==> config.mk <==
export PLATFORM = sky130hd
export DESIGN_NAME = raster_irq_register_unit
export DESIGN_NICKNAME = d
export VERILOG_FILES = /design/src/sv/rirq_pkg.sv /design/src/sv/raster_irq_register_unit.sv
export SDC_FILE = /design/constraint.sdc
export NUM_CORES = 1
export LEC_CHECK = 0
export BUFFER_PORTS_ARGS = -buffer_cell sky130_fd_sc_hd__buf_2
export CAP_MARGIN = 40
export CORE_AREA = 2 2 231 233
export DETAILED_ROUTE_END_ITERATION = 7
export DIE_AREA = 0 0 233 235
export GPL_ROUTABILITY_DRIVEN = 0
export GPL_TIMING_DRIVEN = 0
export PLACE_DENSITY_LB_ADDON = 0.3
export REMOVE_ABC_BUFFERS = 1
export SYNTH_ARGS = -nofsm -noshare
export SYNTH_HDL_FRONTEND = slang
export SYNTH_SLANG_ARGS = --single-unit
==> constraint.sdc <==
create_clock -name aclk -period 6.9 [get_ports aclk]
set_input_delay 1.035 -clock aclk [delete_from_list [all_inputs] [get_ports aclk]]
set_output_delay 1.035 -clock aclk [all_outputs]
set_load 0.1 [all_outputs]
==> src/sv/rirq_pkg.sv <==
// ----------------------------------------------------------------------------
// rirq_pkg
// Shared types and constants for the raster interrupt register unit.
// ----------------------------------------------------------------------------
package rirq_pkg;

    // Item kinds carried on the input tuser.
    typedef enum logic [1:0] {
        REQ_WRITE   = 2'd0,
        REQ_READ    = 2'd1,
        REQ_TICK    = 2'd2,
        REQ_COLLIDE = 2'd3
    } req_type_t;

    // Register window.
    localparam int unsigned ADDR_W    = 6;
    localparam int unsigned REG_DEPTH = 64;

    localparam logic [ADDR_W-1:0] REG_CTRL    = 6'h11;
    localparam logic [ADDR_W-1:0] REG_RASTER  = 6'h12;
    localparam logic [ADDR_W-1:0] REG_FLAGS   = 6'h19;
    localparam logic [ADDR_W-1:0] REG_ENABLE  = 6'h1A;
    localparam logic [ADDR_W-1:0] REG_SPR_HIT = 6'h1E;
    localparam logic [ADDR_W-1:0] REG_BG_HIT  = 6'h1F;

    // Beam timing.
    localparam logic [8:0] VISIBLE_LINES   = 9'd284;
    localparam logic [8:0] LAST_LINE       = 9'd311;
    localparam logic [5:0] LAST_CYCLE      = 6'd62;
    localparam logic [5:0] COMPARE_CYCLE   = 6'd12;

    // Flag register bits.
    localparam int unsigned FLAG_RASTER = 0;
    localparam int unsigned FLAG_BG     = 1;
    localparam int unsigned FLAG_SPR    = 2;
    localparam int unsigned FLAG_ANY    = 7;

    // Bus widths.
    localparam int unsigned S_TDATA_W = 32;
    localparam int unsigned M_TDATA_W = 32;

    // Registers kept in flip-flops rather than in the generic storage.
    function automatic logic is_special(input logic [ADDR_W-1:0] addr);
        return (addr == REG_CTRL) || (addr == REG_RASTER) || (addr == REG_FLAGS) ||
               (addr == REG_ENABLE) || (addr == REG_SPR_HIT) || (addr == REG_BG_HIT);
    endfunction

endpackage

==> src/sv/raster_irq_register_unit.sv <==
// ----------------------------------------------------------------------------
// raster_irq_register_unit
// Register window, raster beam counter and interrupt flags of a video chip.
// ----------------------------------------------------------------------------
// The unit takes one beat per clock on its input stream while the output side
// is ready and returns exactly one result beat for each, in order. Every beat
// passes an input register, where the generic register storage is read, and a
// result register, where all state is updated; the sustained rate is one beat
// per cycle whenever the output side is ready. Registers 0x11, 0x12, 0x19, 0x1A
// and the two collision latches live in flip-flops; the remaining bytes sit in a
// 64-entry memory with one valid bit per entry, so every byte reads as zero
// after reset without any clearing pass.
module raster_irq_register_unit
    import rirq_pkg::*;
(
    input  logic                 aclk,
    input  logic                 aresetn,
    input  logic                 s_tvalid,
    output logic                 s_tready,
    // [5:0] reg_addr, [13:6] write_data, [21:14] sprite_sprite_mask,
    // [29:22] sprite_bg_mask, [31:30] zero
    input  logic [S_TDATA_W-1:0] s_tdata,
    // [1:0] req_type
    input  logic [1:0]           s_tuser,
    output logic                 m_tvalid,
    input  logic                 m_tready,
    // [7:0] read_data, [8] irq_raise, [9] irq_any, [10] render_line,
    // [19:11] beam_line, [25:20] beam_cycle, [31:26] zero
    output logic [M_TDATA_W-1:0] m_tdata
);

    // Input register.
    logic              st1_valid_reg;
    req_type_t         st1_type_reg;
    logic [ADDR_W-1:0] st1_addr_reg;
    logic [7:0]        st1_wdata_reg;
    logic [7:0]        st1_ss_reg;
    logic [7:0]        st1_bg_reg;

    // Generic storage read port, registered with the item.
    logic [7:0]        mem [REG_DEPTH];
    logic [7:0]        mem_q_reg;
    logic [REG_DEPTH-1:0] mem_valid_reg;
    logic [REG_DEPTH-1:0] mem_valid_next;
    logic              rd_valid_reg;
    logic              byp_reg;
    logic [7:0]        byp_data_reg;

    // Architectural state.
    logic [7:0] ctrl_reg,     ctrl_next;
    logic [7:0] raster_reg,   raster_next;
    logic [7:0] flags_reg,    flags_next;
    logic [7:0] enable_reg,   enable_next;
    logic [7:0] spr_hit_reg,  spr_hit_next;
    logic [7:0] bg_hit_reg,   bg_hit_next;
    logic [8:0] compare_reg,  compare_next;
    logic [8:0] line_reg,     line_next;
    logic [5:0] cycle_reg,    cycle_next;

    // Result register.
    logic       out_valid_reg;
    logic [7:0] out_rd_reg;
    logic       out_irq_reg;
    logic       out_any_reg;
    logic       out_render_reg;
    logic [8:0] out_line_reg;
    logic [5:0] out_cycle_reg;

    // Handshake and pipeline advance.
    logic              out_free;
    logic              proc;
    logic              s_accept;
    logic [ADDR_W-1:0] s_addr;
    logic              mem_we;
    logic              bypass;
    logic [7:0]        rd_data;
    logic              irq;
    logic              render;
    logic [7:0]        gen_rd;

    assign out_free = !out_valid_reg || m_tready;
    assign proc     = st1_valid_reg && out_free;
    assign s_tready = !st1_valid_reg || out_free;
    assign s_accept = s_tvalid && s_tready;
    assign s_addr   = s_tdata[ADDR_W-1:0];

    // A write to the generic storage commits when its beat is processed.
    assign mem_we = proc && (st1_type_reg == REQ_WRITE) && !is_special(st1_addr_reg);
    assign bypass = mem_we && (st1_addr_reg == s_addr);
    assign gen_rd = byp_reg ? byp_data_reg : (rd_valid_reg ? mem_q_reg : 8'h00);

    // Input register capture.
    always_ff @(posedge aclk) begin
        if (!aresetn) begin
            st1_valid_reg <= 1'b0;
        end else if (s_accept) begin
            st1_valid_reg <= 1'b1;
        end else if (proc) begin
            st1_valid_reg <= 1'b0;
        end
    end

    always_ff @(posedge aclk) begin
        if (s_accept) begin
            st1_type_reg  <= req_type_t'(s_tuser);
            st1_addr_reg  <= s_addr;
            st1_wdata_reg <= s_tdata[13:6];
            st1_ss_reg    <= s_tdata[21:14];
            st1_bg_reg    <= s_tdata[29:22];
            mem_q_reg     <= mem[s_addr];
            rd_valid_reg  <= mem_valid_reg[s_addr] || bypass;
            byp_reg       <= bypass;
            byp_data_reg  <= st1_wdata_reg;
        end
    end

    // Generic storage write port.
    always_ff @(posedge aclk) begin
        if (mem_we) begin
            mem[st1_addr_reg] <= st1_wdata_reg;
        end
    end

    // Next state and result of the beat in the input register.
    always_comb begin
        ctrl_next      = ctrl_reg;
        raster_next    = raster_reg;
        flags_next     = flags_reg;
        enable_next    = enable_reg;
        spr_hit_next   = spr_hit_reg;
        bg_hit_next    = bg_hit_reg;
        compare_next   = compare_reg;
        line_next      = line_reg;
        cycle_next     = cycle_reg;
        mem_valid_next = mem_valid_reg;
        rd_data        = 8'h00;
        irq            = 1'b0;
        render         = 1'b0;

        unique case (st1_type_reg)
            REQ_WRITE: begin
                unique case (st1_addr_reg)
                    REG_FLAGS: begin
                        // Acknowledge: each set low bit clears its flag.
                        flags_next = flags_reg & ~{4'h0, st1_wdata_reg[3:0]};
                        if (flags_next[3:0] == 4'h0) begin
                            flags_next[FLAG_ANY] = 1'b0;
                        end
                    end
                    REG_CTRL: begin
                        ctrl_next       = st1_wdata_reg;
                        compare_next[8] = st1_wdata_reg[7];
                    end
                    REG_RASTER: begin
                        raster_next       = st1_wdata_reg;
                        compare_next[7:0] = st1_wdata_reg;
                    end
                    REG_ENABLE: begin
                        enable_next = st1_wdata_reg;
                    end
                    REG_SPR_HIT, REG_BG_HIT: begin
                        // The stored byte is never visible through a read.
                    end
                    default: begin
                        mem_valid_next[st1_addr_reg] = 1'b1;
                    end
                endcase
            end
            REQ_READ: begin
                unique case (st1_addr_reg)
                    REG_SPR_HIT: begin
                        rd_data      = spr_hit_reg;
                        spr_hit_next = 8'h00;
                    end
                    REG_BG_HIT: begin
                        rd_data     = bg_hit_reg;
                        bg_hit_next = 8'h00;
                    end
                    REG_CTRL:   rd_data = ctrl_reg;
                    REG_RASTER: rd_data = raster_reg;
                    REG_FLAGS:  rd_data = flags_reg;
                    REG_ENABLE: rd_data = enable_reg;
                    default:    rd_data = gen_rd;
                endcase
            end
            REQ_TICK: begin
                // Mirror the line and compare it at the compare cycle.
                if (cycle_reg == COMPARE_CYCLE) begin
                    raster_next = line_reg[7:0];
                    ctrl_next   = {line_reg[8], ctrl_reg[6:0]};
                    if (enable_reg[0] && (compare_reg == line_reg)) begin
                        flags_next[FLAG_ANY]    = 1'b1;
                        flags_next[FLAG_RASTER] = 1'b1;
                        irq                     = 1'b1;
                    end
                end
                render = (line_reg < VISIBLE_LINES) && (cycle_reg == 6'd0);
                // Advance the beam.
                if (cycle_reg == LAST_CYCLE) begin
                    cycle_next = 6'd0;
                    line_next  = (line_reg == LAST_LINE) ? 9'd0 : line_reg + 9'd1;
                end else begin
                    cycle_next = cycle_reg + 6'd1;
                end
            end
            REQ_COLLIDE: begin
                // Sprite to sprite collision.
                if (st1_ss_reg != 8'h00) begin
                    spr_hit_next          = spr_hit_reg | st1_ss_reg;
                    flags_next[FLAG_SPR]  = 1'b1;
                    if (enable_reg[FLAG_SPR]) begin
                        flags_next[FLAG_ANY] = 1'b1;
                        irq                  = 1'b1;
                    end
                end
                // Sprite to background collision.
                if (st1_bg_reg != 8'h00) begin
                    bg_hit_next          = bg_hit_reg | st1_bg_reg;
                    flags_next[FLAG_BG]  = 1'b1;
                    if (enable_reg[FLAG_BG]) begin
                        flags_next[FLAG_ANY] = 1'b1;
                        irq                  = 1'b1;
                    end
                end
            end
        endcase
    end

    // State update when a beat is processed.
    always_ff @(posedge aclk) begin
        if (!aresetn) begin
            ctrl_reg      <= 8'h00;
            raster_reg    <= 8'h00;
            flags_reg     <= 8'h00;
            enable_reg    <= 8'h00;
            spr_hit_reg   <= 8'h00;
            bg_hit_reg    <= 8'h00;
            compare_reg   <= 9'd0;
            line_reg      <= 9'd0;
            cycle_reg     <= 6'd0;
            mem_valid_reg <= '0;
        end else if (proc) begin
            ctrl_reg      <= ctrl_next;
            raster_reg    <= raster_next;
            flags_reg     <= flags_next;
            enable_reg    <= enable_next;
            spr_hit_reg   <= spr_hit_next;
            bg_hit_reg    <= bg_hit_next;
            compare_reg   <= compare_next;
            line_reg      <= line_next;
            cycle_reg     <= cycle_next;
            mem_valid_reg <= mem_valid_next;
        end
    end

    // Result register.
    always_ff @(posedge aclk) begin
        if (!aresetn) begin
            out_valid_reg <= 1'b0;
        end else if (proc) begin
            out_valid_reg <= 1'b1;
        end else if (m_tready) begin
            out_valid_reg <= 1'b0;
        end
    end

    always_ff @(posedge aclk) begin
        if (proc) begin
            out_rd_reg     <= rd_data;
            out_irq_reg    <= irq;
            out_any_reg    <= flags_next[FLAG_ANY];
            out_render_reg <= render;
            out_line_reg   <= line_next;
            out_cycle_reg  <= cycle_next;
        end
    end

    assign m_tvalid = out_valid_reg;
    assign m_tdata  = {6'd0, out_cycle_reg, out_line_reg, out_render_reg,
                       out_any_reg, out_irq_reg, out_rd_reg};

endmodule

# [Word-level counts from Yosys, hierarchy flattened]
# Memories as Yosys holds them, arrays and structs flattened. A register that Yosys moved wholly into a read port is not among the register bits.
# Index checks and enable logic that the tools add are counted.
[op_classes] n_addsub=2 n_lt_le_gt_ge=4 n_eq_ne=23 mux=52 n_bitwise=7 n_reduce_logical=43
[ops] cell="$mux 8" n=11
[ops] cell="$or 64x64->64" n=1
[ops] cell="$pmux 8 s2" n=4
[ops] cell="$pmux 8 s6" n=1
[ops] cell="$eq 6x5->1 const B" n=6
[ops] cell="$reduce_and 4->1" n=7
[ops] cell="$mux 9" n=3
[ops] cell="$mux 1" n=25
[ops] cell="$or 8x8->8" n=2
[ops] cell="$reduce_bool 8->1" n=2
[ops] cell="$reduce_and 3->1" n=5
[ops] cell="$lt 6x7->1 const B" n=2
[ops] cell="$mux 6" n=2
[ops] cell="$ne 2x2->1 const B" n=6
[ops] cell="$reduce_bool 2->1" n=5
[ops] cell="$add 9x1->9 const B" n=1
[ops] cell="$eq 9x9->1" n=1
[ops] cell="$eq 9x9->1 const B" n=1
[ops] cell="$lt 9x9->1 const B" n=1
[ops] cell="$and 8x8->8" n=1
[ops] cell="$logic_and 1x1->1" n=8
[ops] cell="$logic_or 1x1->1" n=8
[ops] cell="$not 4->8" n=1
[ops] cell="$add 6x1->6 const B" n=1
[ops] cell="other kinds (19)" n=26
[totals] ff_bits=206 ram_bits=512 output_inout_bits=34 elab_cells=164 memories=1
[memory_table] memory="mem" depth=64 width=8 read_ports=1 rd_clocked_by_memory_dff=1 write_ports=1 line_no="raster_irq_register_unit.sv:41" source="logic [7:0] mem [REG_DEPTH];"

# [Depth between registers and ports, before layout]
# Gate-level depths: netlist of the first run.
[depth] ltp_word=10 ltp_mapped=8 ltp_nobuf=7

# [Worst setup path after synthesis of the first run]
# OpenSTA, ideal clock, no wires.
[synth_path] kind="input -> register" start="input m_tready" end="register byp_data_reg[0] (enable)" setup_time_ps=412 arrival_ps=3073 required_ps=6488 path_slack_ps=3415 stages=3 path_buffers=0 cell_sequence="nor2b_1 > nand2_1 > and2_1"
[synth_via] elab_chain_cells=3
[synth_rtl] item="from (decl)" line_no="raster_irq_register_unit.sv:26" source="input logic m_tready,"
[synth_rtl] item="$logic_or 1x1->1" line_no="raster_irq_register_unit.sv:81" source="assign out_free = !out_valid_reg || m_tready;"
[synth_rtl] item="$logic_or 1x1->1" line_no="raster_irq_register_unit.sv:83" source="assign s_tready = !st1_valid_reg || out_free;"
[synth_rtl] item="via s_tready" line_no="raster_irq_register_unit.sv:19" source="output logic s_tready,"
[synth_rtl] item="$logic_and 1x1->1" line_no="raster_irq_register_unit.sv:84" source="assign s_accept = s_tvalid && s_tready;"
[synth_rtl] item="via s_accept" line_no="raster_irq_register_unit.sv:72" source="logic s_accept;"
[synth_rtl] item="to (signal assigned)" line_no="raster_irq_register_unit.sv:113" source="byp_data_reg <= st1_wdata_reg;"
[synth_rtl] item="to (decl)" line_no="raster_irq_register_unit.sv:47" source="logic [7:0] byp_data_reg;"
# The timed path passes the listed nets, and every way through them passes these cells.
# A chain may end at the register's enable or synchronous reset.

# [Worst setup path in the final report of the first run]
[layout_path] start="register st1_type_reg[0]" end="memory mem[53][1] (enable)"
[layout_via] elab_chain_cells=5
[layout_rtl] item="from (decl)" line_no="raster_irq_register_unit.sv:34" source="req_type_t st1_type_reg;"
[layout_rtl] item="from (signal assigned)" line_no="raster_irq_register_unit.sv:105" source="st1_type_reg <= req_type_t'(s_tuser);"
[layout_rtl] item="$logic_not 2->1" line_no="raster_irq_register_unit.sv:88" source="assign mem_we = proc && (st1_type_reg == REQ_WRITE) && !is_special(st1_addr_reg);"
[layout_rtl] item="$logic_and 1x1->1 (2 in a row)" line_no="raster_irq_register_unit.sv:88"
[layout_rtl] item="$mux 1" line_no="raster_irq_register_unit.sv:119" source="if (mem_we) begin"
[layout_rtl] item="$mux 1 (not written as such)" line_no="raster_irq_register_unit.sv:120" source="mem[st1_addr_reg] <= st1_wdata_reg;"
[layout_rtl] item="to (decl)" line_no="raster_irq_register_unit.sv:41"
# No other way between the ends.

==> report_table.html, run 1 <==
<table>
<tr><th>Metric</th><th>Value</th></tr>
<tr><th colspan="2">Route</th></tr>
<tr><td>Final wirelength</td><td>61130 um</td></tr>
<tr><td>Via count</td><td>15256</td></tr>
<tr><td>Routed length per placed instance</td><td>24.63 um</td></tr>
<tr><td>Remaining DRCs</td><td>0</td></tr>
<tr><td>Post-detailed-route via-to-cell ratio</td><td>6.147</td></tr>
<tr><td>Violation count after the first detailed-route iteration</td><td>1796</td></tr>
<tr><td>Number of search-and-repair iterations in the first detailed-routing pass</td><td>6</td></tr>
<tr><td>ANT nets after route</td><td>0</td></tr>
<tr><th colspan="2">Status</th></tr>
<tr><td>Run status</td><td>finished, final reports clean</td></tr>
<tr><th colspan="2">Placement</th></tr>
<tr><td>Half-perimeter wire length after detailed placement</td><td>39260 um</td></tr>
<tr><td>Placed cell count</td><td>2351</td></tr>
<tr><td>Number of buffer cells added on primary ports</td><td>63</td></tr>
<tr><th colspan="2">CTS</th></tr>
<tr><td>H-tree lvl count</td><td>3</td></tr>
<tr><td>Worst-Skew Late Latency</td><td>0.61 ns</td></tr>
<tr><td>Maximum number of buffers from clock root to sink</td><td>3</td></tr>
<tr><td>CTS tree</td><td>yes</td></tr>
<tr><td>Post-cts repair resize count</td><td>0</td></tr>
<tr><td>Clock buffers created by TritonCTS</td><td>72</td></tr>
<tr><td>Worst-path clk slew</td><td>0.06 ns</td></tr>
<tr><td>Hold buffer count at cts</td><td>0</td></tr>
<tr><td>Root cell of the clock tree</td><td>clkbuf_16</td></tr>
<tr><td>Sinks on the clock net</td><td>723</td></tr>
<tr><td>Buffers inserted during post-CTS setup optimization</td><td>0</td></tr>
<tr><th colspan="2">Synth</th></tr>
<tr><td>Yosys Warn Count</td><td>0</td></tr>
<tr><td>Area contributors post-synth</td><td>edfxtp_1 (62%), mux4_2 (13%), dfxtp_1 (9.5%)</td></tr>
<tr><td>Mean post-synth cell area</td><td>17.91 sq um</td></tr>
<tr><td>Yosys reg bits</td><td>723</td></tr>
<tr><td>Number of enable-type register cells in the synthesized netlist</td><td>588</td></tr>
<tr><td>Syn Inst Count</td><td>1587</td></tr>
<tr><td>Fraction of registers with async set/reset</td><td>0%</td></tr>
<tr><td>Most used flip-flop cell after synthesis</td><td>edfxtp_1</td></tr>
<tr><td>Cell area after synthesis</td><td>28420 sq um</td></tr>
<tr><td>Share of the yosys chip area belonging to registers</td><td>71.64%</td></tr>
<tr><td>Cell type with the highest aggregate area in the netlist</td><td>edfxtp_1</td></tr>
<tr><td>Post-synthesis cell type count</td><td>65</td></tr>
<tr><td>Proportion of netlist area held by the largest area contributor</td><td>62.13%</td></tr>
<tr><th colspan="2">Global routing</th></tr>
<tr><td>Layer with the highest usage</td><td>met2</td></tr>
<tr><td>Fraction of met3 tracks used by global routing</td><td>3.750%</td></tr>
<tr><td>Met1 capacity usage during global routing</td><td>32.44%</td></tr>
<tr><td>Aggregate global routing overflow</td><td>0</td></tr>
<tr><td>Global-route wire length before repair</td><td>93360 um</td></tr>
<tr><td>Maximum number of pins on one net before global-route repair</td><td>102</td></tr>
<tr><td>Antenna violations before repair</td><td>0</td></tr>
<tr><td>Total global routing track utilization</td><td>22.98%</td></tr>
<tr><td>Global-route met2 utilization</td><td>36.85%</td></tr>
<tr><td>Number of global-route vias before repair</td><td>15163</td></tr>
<tr><th colspan="2">Timing</th></tr>
<tr><td>Time the worst path needs with I/O delays and setup</td><td>3.726 ns</td></tr>
<tr><td>Count of endpoints failing hold in the final timing report</td><td>0</td></tr>
<tr><td>Slew of the pin with the lowest slew margin</td><td>0.9449 ns</td></tr>
<tr><td>Max-Slew Margin vs Limit</td><td>37.00%</td></tr>
<tr><td>Fmax achieved</td><td>0.2684 GHz</td></tr>
<tr><td>Total setup violations reported at the end of the flow</td><td>0</td></tr>
<tr><td>Part of the cycle the worst path needs</td><td>54.01%</td></tr>
<tr><td>Final max-slew violation count</td><td>0</td></tr>
<tr><td>Worst Clk Skew</td><td>0.02258 ns</td></tr>
<tr><td>Final hold slack</td><td>0.4579 ns</td></tr>
<tr><td>RSZ-0062 raised after global routing</td><td>false</td></tr>
<tr><th colspan="2">Worst setup path</th></tr>
<tr><td>Startpoint class of the critical path</td><td>register</td></tr>
<tr><td>Endpoint class of the critical path</td><td>register</td></tr>
<tr><td>Critical Path Fanout Max</td><td>13</td></tr>
<tr><td>Crit path required time</td><td>7.12 ns</td></tr>
<tr><td>Data arrival time of the critical path</td><td>3.95 ns</td></tr>
<tr><td>Path type of the worst setup path</td><td>reg2reg</td></tr>
<tr><th colspan="2">Power</th></tr>
<tr><td>Share of total power in combinational logic</td><td>5.5%</td></tr>
<tr><td>Int Power</td><td>7.190 mW</td></tr>
<tr><td>Maximum ir drop on the vdd rail</td><td>0.2067 mV</td></tr>
<tr><td>Switching power of the nets</td><td>1.941 mW</td></tr>
<tr><td>Clk pwr share</td><td>41.8%</td></tr>
<tr><td>Net switching fraction of the power</td><td>21.26%</td></tr>
<tr><td>Leakage power total</td><td>10.68 nW</td></tr>
<tr><td>Power density cells</td><td>280.0 nW/um^2</td></tr>
<tr><td>Proportion of power drawn by flip-flops and latches</td><td>52.7%</td></tr>
<tr><th colspan="2">Floorplanning</th></tr>
<tr><td>Die boundary width</td><td>233 um</td></tr>
<tr><td>Die Area</td><td>54760 sq um</td></tr>
<tr><td>Die Height</td><td>235 um</td></tr>
<tr><td>Floorplan Core Area</td><td>52240 sq um</td></tr>
<tr><td>Standard-cell rows</td><td>84</td></tr>
<tr><td>I/O Pins</td><td>72</td></tr>
<tr><td>Starting density of the core</td><td>54.40%</td></tr>
<tr><th colspan="2">Min path</th></tr>
<tr><td>Worst min-delay path class</td><td>reg2reg</td></tr>
<tr><th colspan="2">Layout</th></tr>
<tr><td>Layout overhead on the synthesized area</td><td>14.76%</td></tr>
<tr><td>Layout net count</td><td>1780</td></tr>
<tr><td>Final cell count without fillers</td><td>2482</td></tr>
<tr><td>Ratio of cells with drive above 1 in the final layout</td><td>23.02%</td></tr>
<tr><td>Flip-flop count of the largest register, all copies and words added</td><td>512</td></tr>
<tr><td>Number of antenna cells inserted</td><td>0</td></tr>
<tr><th colspan="2">Job</th></tr>
<tr><td>Max-capacitance violation count</td><td>0</td></tr>
</table>
-- power groups by stage --
stage	clock network, mW	logic, mW	registers [mW]
2_1_floorplan	0	0.205	4.97
3_3_place_gp	0	0.426	4.95
3_5_place_dp	0	0.506	4.90
4_1_cts	3.87	0.509	4.81
5_1_grt	4.03	0.537	4.81
6_report	3.82	0.506	4.81
-- final timing paths --
path,from,endpoint,slack [ns],cells past startpoint
max,st1_type_reg[0],mem[53][1],3.17,4
min,mem_valid_reg[57],mem_valid_reg[57],0.46,1
max reg2reg,st1_type_reg[0],mem[53][1],3.17,4
min reg2reg,mem_valid_reg[57],mem_valid_reg[57],0.46,1
-- routing by layer --
| layer | share of wire (%) | wire, um |
|---|---|---|
| met1 | 41 | 25070 |
| met2 | 49 | 30160 |
| met3 | 6.7 | 4067 |
| met4 | 3.0 | 1841 |
| met5 | 0 | 0 |
-- cells in the mapped netlist (all sizes together), types with 15 or more instances --
library cell / number
buf: 48
and2: 15
mux4: 177
nor2: 131
xnor2: 17
nand3: 22
a22oi: 18
edfxtp: 588
clkbuf: 58
nand2: 69
mux2i: 25
a21oi: 42
o21a: 58
dfxtp: 135
-- kinds of logic after synthesis --
group / share of synthesized area [%]
multiplexers: 15.08
AO/OA/AOI/OAI: 5.165
buffers and inverters: 2.087
flip-flops: 71.64
XOR/XNOR: 0.8013
adder cells (fa/ha/maj): 0.1761
other: 0.01320
AND/OR/NAND/NOR: 5.033
-- critical path: stages, from the launching register on --
cell,delay (ns)
edfxtp_1,0.61
nor2_2,0.37
and3_1,0.51
nand4b_1,0.82
nor2_1,1.01
-- cell usage in the layout, fill, tap and decap left out, types with 25 or more instances in the layout --
cell type and instances:
edfxtp_1 588, mux4_2 170, dfxtp_1 135, nor2_1 130
clkbuf_16 74, nand2_1 69, buf_2 61, o21a_1 58
conb_1 54, a21oi_1 42, buf_4 32, mux2i_1 25
-- per-stage QoR --
step           setup TNS, ns  power (mW)  util (%)  worst slack (ns)  instance area, sq um
3_5_place_dp               0       5.407     58.02             2.586                 30310
3_3_place_gp          -2.901       5.372     55.99           -0.4664                 29240
4_1_cts                    0       9.191     62.42             3.211                 32600
6_report                   0       9.131     62.43             3.174                 32610
2_1_floorplan              0       5.170         -             3.415                 28070
5_1_grt                    0       9.379     62.43             3.126                 32610
-- cell type report --
cell class	count	area, sq um
Sequential cell	723	20360
Fill cell	3593	19620
Multi-Input combinational cell	799	7665
Clock buffer	94	1957
Timing Repair Buffer	130	1383
Tap cell	688	860.8
Clock inverter	36	341.6
Inverter	12	45.04
No activity file was read; power rests on OpenSTA's default activity.
==> run 2: changes to the inputs <==
--- a/config.mk
+++ b/config.mk
@@ -5,11 +5,12 @@
 export SDC_FILE = /design/constraint.sdc
 export NUM_CORES = 1
 export LEC_CHECK = 0
+export ABC_AREA = 1
 export BUFFER_PORTS_ARGS = -buffer_cell sky130_fd_sc_hd__buf_2
 export CAP_MARGIN = 40
-export CORE_AREA = 2 2 231 233
+export CORE_AREA = 2 2 238 240
 export DETAILED_ROUTE_END_ITERATION = 7
-export DIE_AREA = 0 0 233 235
+export DIE_AREA = 0 0 240 242
 export GPL_ROUTABILITY_DRIVEN = 0
 export GPL_TIMING_DRIVEN = 0
 export PLACE_DENSITY_LB_ADDON = 0.3
==> constraint.sdc (replaced) <==
create_clock -name aclk -period 3.15 [get_ports aclk]
set_input_delay 0.4725 -clock aclk [delete_from_list [all_inputs] [get_ports aclk]]
set_output_delay 0.4725 -clock aclk [all_outputs]
set_load 0.1 [all_outputs]
==> report_table.html, run 2 <==
<table>
<tr><th>Metric</th><th>Value</th></tr>
<tr><th colspan="2">Status</th></tr>
<tr><td>Run status</td><td>finished, final reports clean (unchanged)</td></tr>
<tr><th colspan="2">Timing</th></tr>
<tr><td>Final hold slack</td><td>0.02663 ns (was 0.4579 ns)</td></tr>
<tr><td>Time the worst path needs with I/O delays and setup</td><td>3.063 ns (was 3.726 ns)</td></tr>
<tr><td>RSZ-0062 raised after global routing</td><td>false (unchanged)</td></tr>
<tr><td>Total setup violations reported at the end of the flow</td><td>0 (unchanged)</td></tr>
<tr><td>Slew of the pin with the lowest slew margin</td><td>0.9558 ns (was 0.9449 ns)</td></tr>
<tr><td>Final max-slew violation count</td><td>0 (unchanged)</td></tr>
<tr><td>Fmax achieved</td><td>0.3265 GHz (was 0.2684 GHz)</td></tr>
<tr><td>Part of the cycle the worst path needs</td><td>97.24% (was 54.01%)</td></tr>
<tr><td>Count of endpoints failing hold in the final timing report</td><td>0 (unchanged)</td></tr>
<tr><td>Max-Slew Margin vs Limit</td><td>36.28% (was 37.00%)</td></tr>
<tr><td>Worst Clk Skew</td><td>0.02831 ns (was 0.02258 ns)</td></tr>
<tr><th colspan="2">Synth</th></tr>
<tr><td>Syn Inst Count</td><td>2986 (was 1587)</td></tr>
<tr><td>Area contributors post-synth</td><td>edfxtp_1 (58%), nand2_1 (11%), nand3_1 (9.0%) (was edfxtp_1 (62%), mux4_2 (13%), dfxtp_1 (9.5%))</td></tr>
<tr><td>Most used flip-flop cell after synthesis</td><td>edfxtp_1 (unchanged)</td></tr>
<tr><td>Yosys reg bits</td><td>723 (unchanged)</td></tr>
<tr><td>Cell area after synthesis</td><td>30210 sq um (was 28420 sq um)</td></tr>
<tr><td>Cell type with the highest aggregate area in the netlist</td><td>edfxtp_1 (unchanged)</td></tr>
<tr><td>Post-synthesis cell type count</td><td>46 (was 65)</td></tr>
<tr><td>Commonest cells post-synth</td><td>nand2_1 (915), edfxtp_1 (588), nand3_1 (542) (was edfxtp_1 (588), mux4_2 (170), dfxtp_1 (135))</td></tr>
<tr><td>Yosys Warn Count</td><td>0 (unchanged)</td></tr>
<tr><td>Most numerous cell in the Yosys netlist</td><td>nand2_1 (was edfxtp_1)</td></tr>
<tr><td>Proportion of netlist area held by the largest area contributor</td><td>58.45% (was 62.13%)</td></tr>
<tr><td>Mean post-synth cell area</td><td>10.12 sq um (was 17.91 sq um)</td></tr>
<tr><td>Number of enable-type register cells in the synthesized netlist</td><td>588 (unchanged)</td></tr>
<tr><td>Fraction of registers with async set/reset</td><td>0% (unchanged)</td></tr>
<tr><td>Share of the yosys chip area belonging to registers</td><td>67.40% (was 71.64%)</td></tr>
<tr><th colspan="2">Route</th></tr>
<tr><td>Remaining DRCs</td><td>0 (unchanged)</td></tr>
<tr><td>ANT nets after route</td><td>0 (unchanged)</td></tr>
<tr><td>Post-detailed-route via-to-cell ratio</td><td>5.676 (was 6.147)</td></tr>
<tr><td>Number of search-and-repair iterations in the first detailed-routing pass</td><td>6 (unchanged)</td></tr>
<tr><td>Routed length per placed instance</td><td>19.10 um (was 24.63 um)</td></tr>
<tr><td>Via count</td><td>21927 (was 15256)</td></tr>
<tr><td>Violation count after the first detailed-route iteration</td><td>2537 (was 1796)</td></tr>
<tr><td>Final wirelength</td><td>73790 um (was 61130 um)</td></tr>
<tr><th colspan="2">CTS</th></tr>
<tr><td>Maximum number of buffers from clock root to sink</td><td>3 (unchanged)</td></tr>
<tr><td>Worst-Skew Late Latency</td><td>0.62 ns (was 0.61 ns)</td></tr>
<tr><td>Sinks on the clock net</td><td>723 (unchanged)</td></tr>
<tr><td>CTS tree</td><td>yes (unchanged)</td></tr>
<tr><td>Worst-path clk slew</td><td>0.06 ns (about the same)</td></tr>
<tr><td>H-tree lvl count</td><td>3 (unchanged)</td></tr>
<tr><td>Root cell of the clock tree</td><td>clkbuf_16 (unchanged)</td></tr>
<tr><td>Clock buffers created by TritonCTS</td><td>74 (was 72)</td></tr>
<tr><th colspan="2">Worst setup path</th></tr>
<tr><td>Endpoint class of the critical path</td><td>register (unchanged)</td></tr>
<tr><td>Critical Path Slowest Stage Cell</td><td>edfxtp_1 (was nor2_1)</td></tr>
<tr><td>Startpoint class of the critical path</td><td>register (unchanged)</td></tr>
<tr><td>Series of cell instances along the critical path</td><td>inv_2 &gt; nor2_2 &gt; inv_2 &gt; nor2_8 &gt; nor2_4 &gt; nand3b_4 &gt; inv_6 &gt; buf_16 &gt; nand2_2 &gt; nor2_2 &gt; buf_4 (was nor2_2 &gt; and3_1 &gt; nand4b_1 &gt; nor2_1)</td></tr>
<tr><td>Worst-case register-to-register setup slack</td><td>0.09 ns (was 3.17 ns)</td></tr>
<tr><td>Number of cells on the worst reg-to-reg path</td><td>11 (was 4)</td></tr>
<tr><td>Crit-path max cell delay</td><td>0.49 ns (was 1.01 ns)</td></tr>
<tr><td>R2R Path End</td><td>mem[48][6] (was mem[53][1])</td></tr>
<tr><td>Data arrival time of the critical path</td><td>3.39 ns (was 3.95 ns)</td></tr>
<tr><td>Critical Path Fanout Max</td><td>36 (was 13)</td></tr>
<tr><td>Crit path required time</td><td>3.47 ns (was 7.12 ns)</td></tr>
<tr><td>Beginning of the worst register-to-register path</td><td>st1_addr_reg[0] (was st1_type_reg[0])</td></tr>
<tr><td>Path type of the worst setup path</td><td>reg2reg (unchanged)</td></tr>
<tr><th colspan="2">Global routing</th></tr>
<tr><td>Maximum number of pins on one net before global-route repair</td><td>128 (was 102)</td></tr>
<tr><td>Aggregate global routing overflow</td><td>0 (unchanged)</td></tr>
<tr><td>Global-route wire length before repair</td><td>115000 um (was 93360 um)</td></tr>
<tr><td>Total global routing track utilization</td><td>25.51% (was 22.98%)</td></tr>
<tr><td>Number of global-route vias before repair</td><td>21065 (was 15163)</td></tr>
<tr><td>Antenna violations before repair</td><td>1 (was 0)</td></tr>
<tr><th colspan="2">Power</th></tr>
<tr><td>Leakage power total</td><td>13.00 nW (was 10.68 nW)</td></tr>
<tr><td>Switching power of the nets</td><td>4.736 mW (was 1.941 mW)</td></tr>
<tr><td>Share of total power in combinational logic</td><td>7.1% (was 5.5%)</td></tr>
<tr><td>Int Power</td><td>15.93 mW (was 7.190 mW)</td></tr>
<tr><td>Net switching fraction of the power</td><td>22.91% (was 21.26%)</td></tr>
<tr><td>Maximum ir drop on the vdd rail</td><td>0.4417 mV (was 0.2067 mV)</td></tr>
<tr><td>Clk pwr share</td><td>41.8% (about the same)</td></tr>
<tr><td>Power density cells</td><td>598.9 nW/um^2 (was 280.0 nW/um^2)</td></tr>
<tr><td>Proportion of power drawn by flip-flops and latches</td><td>51.1% (was 52.7%)</td></tr>
<tr><th colspan="2">Floorplanning</th></tr>
<tr><td>Die Height</td><td>242 um (was 235 um)</td></tr>
<tr><td>Floorplan Core Area</td><td>55730 sq um (was 52240 sq um)</td></tr>
<tr><td>Starting density of the core</td><td>54.20% (was 54.40%)</td></tr>
<tr><td>Die Area</td><td>58080 sq um (was 54760 sq um)</td></tr>
<tr><td>Die boundary width</td><td>240 um (was 233 um)</td></tr>
<tr><td>Standard-cell rows</td><td>87 (was 84)</td></tr>
<tr><td>I/O Pins</td><td>72 (unchanged)</td></tr>
<tr><th colspan="2">Min path</th></tr>
<tr><td>Count of cells along the worst hold path</td><td>1 (unchanged)</td></tr>
<tr><td>Worst min-delay path class</td><td>in2reg (was reg2reg)</td></tr>
<tr><td>Sink of the worst hold path</td><td>st1_bg_reg[0] (was mem_valid_reg[57])</td></tr>
<tr><td>Launch point of the worst hold path</td><td>s_tdata[22] (was mem_valid_reg[57])</td></tr>
<tr><th colspan="2">Placement</th></tr>
<tr><td>Half-perimeter wire length after detailed placement</td><td>44510 um (was 39260 um)</td></tr>
<tr><td>Number of buffer cells added on primary ports</td><td>63 (unchanged)</td></tr>
<tr><th colspan="2">Job</th></tr>
<tr><td>Max-capacitance violation count</td><td>0 (unchanged)</td></tr>
<tr><th colspan="2">Layout</th></tr>
<tr><td>Most frequent cells in the layout</td><td>nand2_1 (907), edfxtp_1 (588), nand3_1 (542) (was edfxtp_1 (588), mux4_2 (170), dfxtp_1 (135))</td></tr>
<tr><td>Ratio of cells with drive above 1 in the final layout</td><td>9.530% (was 23.02%)</td></tr>
<tr><td>Layout net count</td><td>3094 (was 1780)</td></tr>
<tr><td>Leading cell type in the layout, fill and taps excluded</td><td>nand2_1 (was edfxtp_1)</td></tr>
<tr><td>Core Util, Final</td><td>61.93% (was 62.43%)</td></tr>
<tr><td>Layout overhead on the synthesized area</td><td>14.26% (was 14.76%)</td></tr>
<tr><td>Flip-flop count of the largest register, all copies and words added</td><td>512 (unchanged)</td></tr>
<tr><td>Fillers</td><td>4382 (was 3593)</td></tr>
</table>
run 2: changes by cell type after synthesis, sizes merged, moves of 15 or more:
cell,before,now
and2,15,0
mux4,177,0
inv,12,163
buf,48,76
clkbuf,58,91
a21oi,42,106
mux2i,25,1
o21a,58,1
o21ai,12,96
nand2,69,918
nor2,131,202
a22oi,18,0
nand3,22,542
run 2: cells by family after synthesis:
family | synth area share (%)
buffers and inverters | 4.498
DFF | 67.40
muxes | 0.03314
xor gates and xnor gates | 0.2030
and+or+nand+nor | 23.75
AOI/OAI and AO/OA | 3.939
adders and majority gates | 0.1657
other | 0.01241
run 2: per-stage QoR:
stage / cells / setup TNS (ns) / total power, mW / setup WS, ns / area (sq um)
floorplan: 2872 / -387.55 / 11.59 / -2.646 / 29680
global placement: 3691 / -1077.37 / 12.12 / -12.29 / 30940
detailed placement: 3725 / -527.89 / 12.18 / -1.626 / 31780
CTS: 3861 / 0 / 20.75 / 0.02874 / 34480
global route: 3862 / 0 / 21.27 / 0.03671 / 34510
finish: 3863 / 0 / 20.67 / 0.08703 / 34510
run 2: timing repair:
action / CTS / global route
pin swaps: 6 / 2
setup buffers: 5 / 1
hold buffers: 0 / 0
endpoints found under the setup margin: 516 / 138
cloned: 1 / 0
resized for setup: 57 / 4
run 2: worst max path at each step:
stage / endpoint / cells after the start / from
3_3_place_gp: mem_q_reg[6] / 10 / s_tdata[0]
5_1_grt: mem_q_reg[6] / 12 / s_tdata[0]
2_1_floorplan: rd_valid_reg / 9 / s_tdata[0]
4_1_cts: mem[34][0] / 9 / m_tvalid
3_5_place_dp: mem[45][0] / 11 / m_tready
6_report: mem[48][6] / 11 / st1_addr_reg[0]
run 2: power groups by stage:
stage	Sequential, mW	Clock (mW)	Combinational (mW)
floorplan	10.9	0	0.677
global placement	10.9	0	1.26
detailed placement	10.8	0	1.42
CTS	10.6	8.75	1.45
global route	10.6	9.12	1.58
finish	10.6	8.65	1.46
run 2: metal layers:
layer | vias up | wire length (um) | GRT usage [%]
met5 | - | 0 | 0
met1 | 10477 | 30240 | 35.11
li1 | 10252 | - | -
met4 | 0 | 2795 | 9.956
met2 | 1006 | 35060 | 40.69
met3 | 192 | 5700 | 4.319
run 2: worst max-delay path: cells and delay by family (launching register included):
family / cells / cell delay [ns]
simple gates: 6 / 1.12
buf+inv: 5 / 1.13
flops: 1 / 0.49
run 2: area by class of cell:
type                            instances  area (sq um)  share of cell area [%]
Multi-Input combinational cell       1982          8901                   25.79
Inverter                              168         660.6                   1.914
Clock buffer                          102          2069                   5.996
Sequential cell                       723         20360                   58.99
Tap cell                              756         945.9                   2.741
Clock inverter                         28         319.1                  0.9244
Timing Repair Buffer                  103          1255                   3.636
Antenna cell                            1         2.502                0.007251
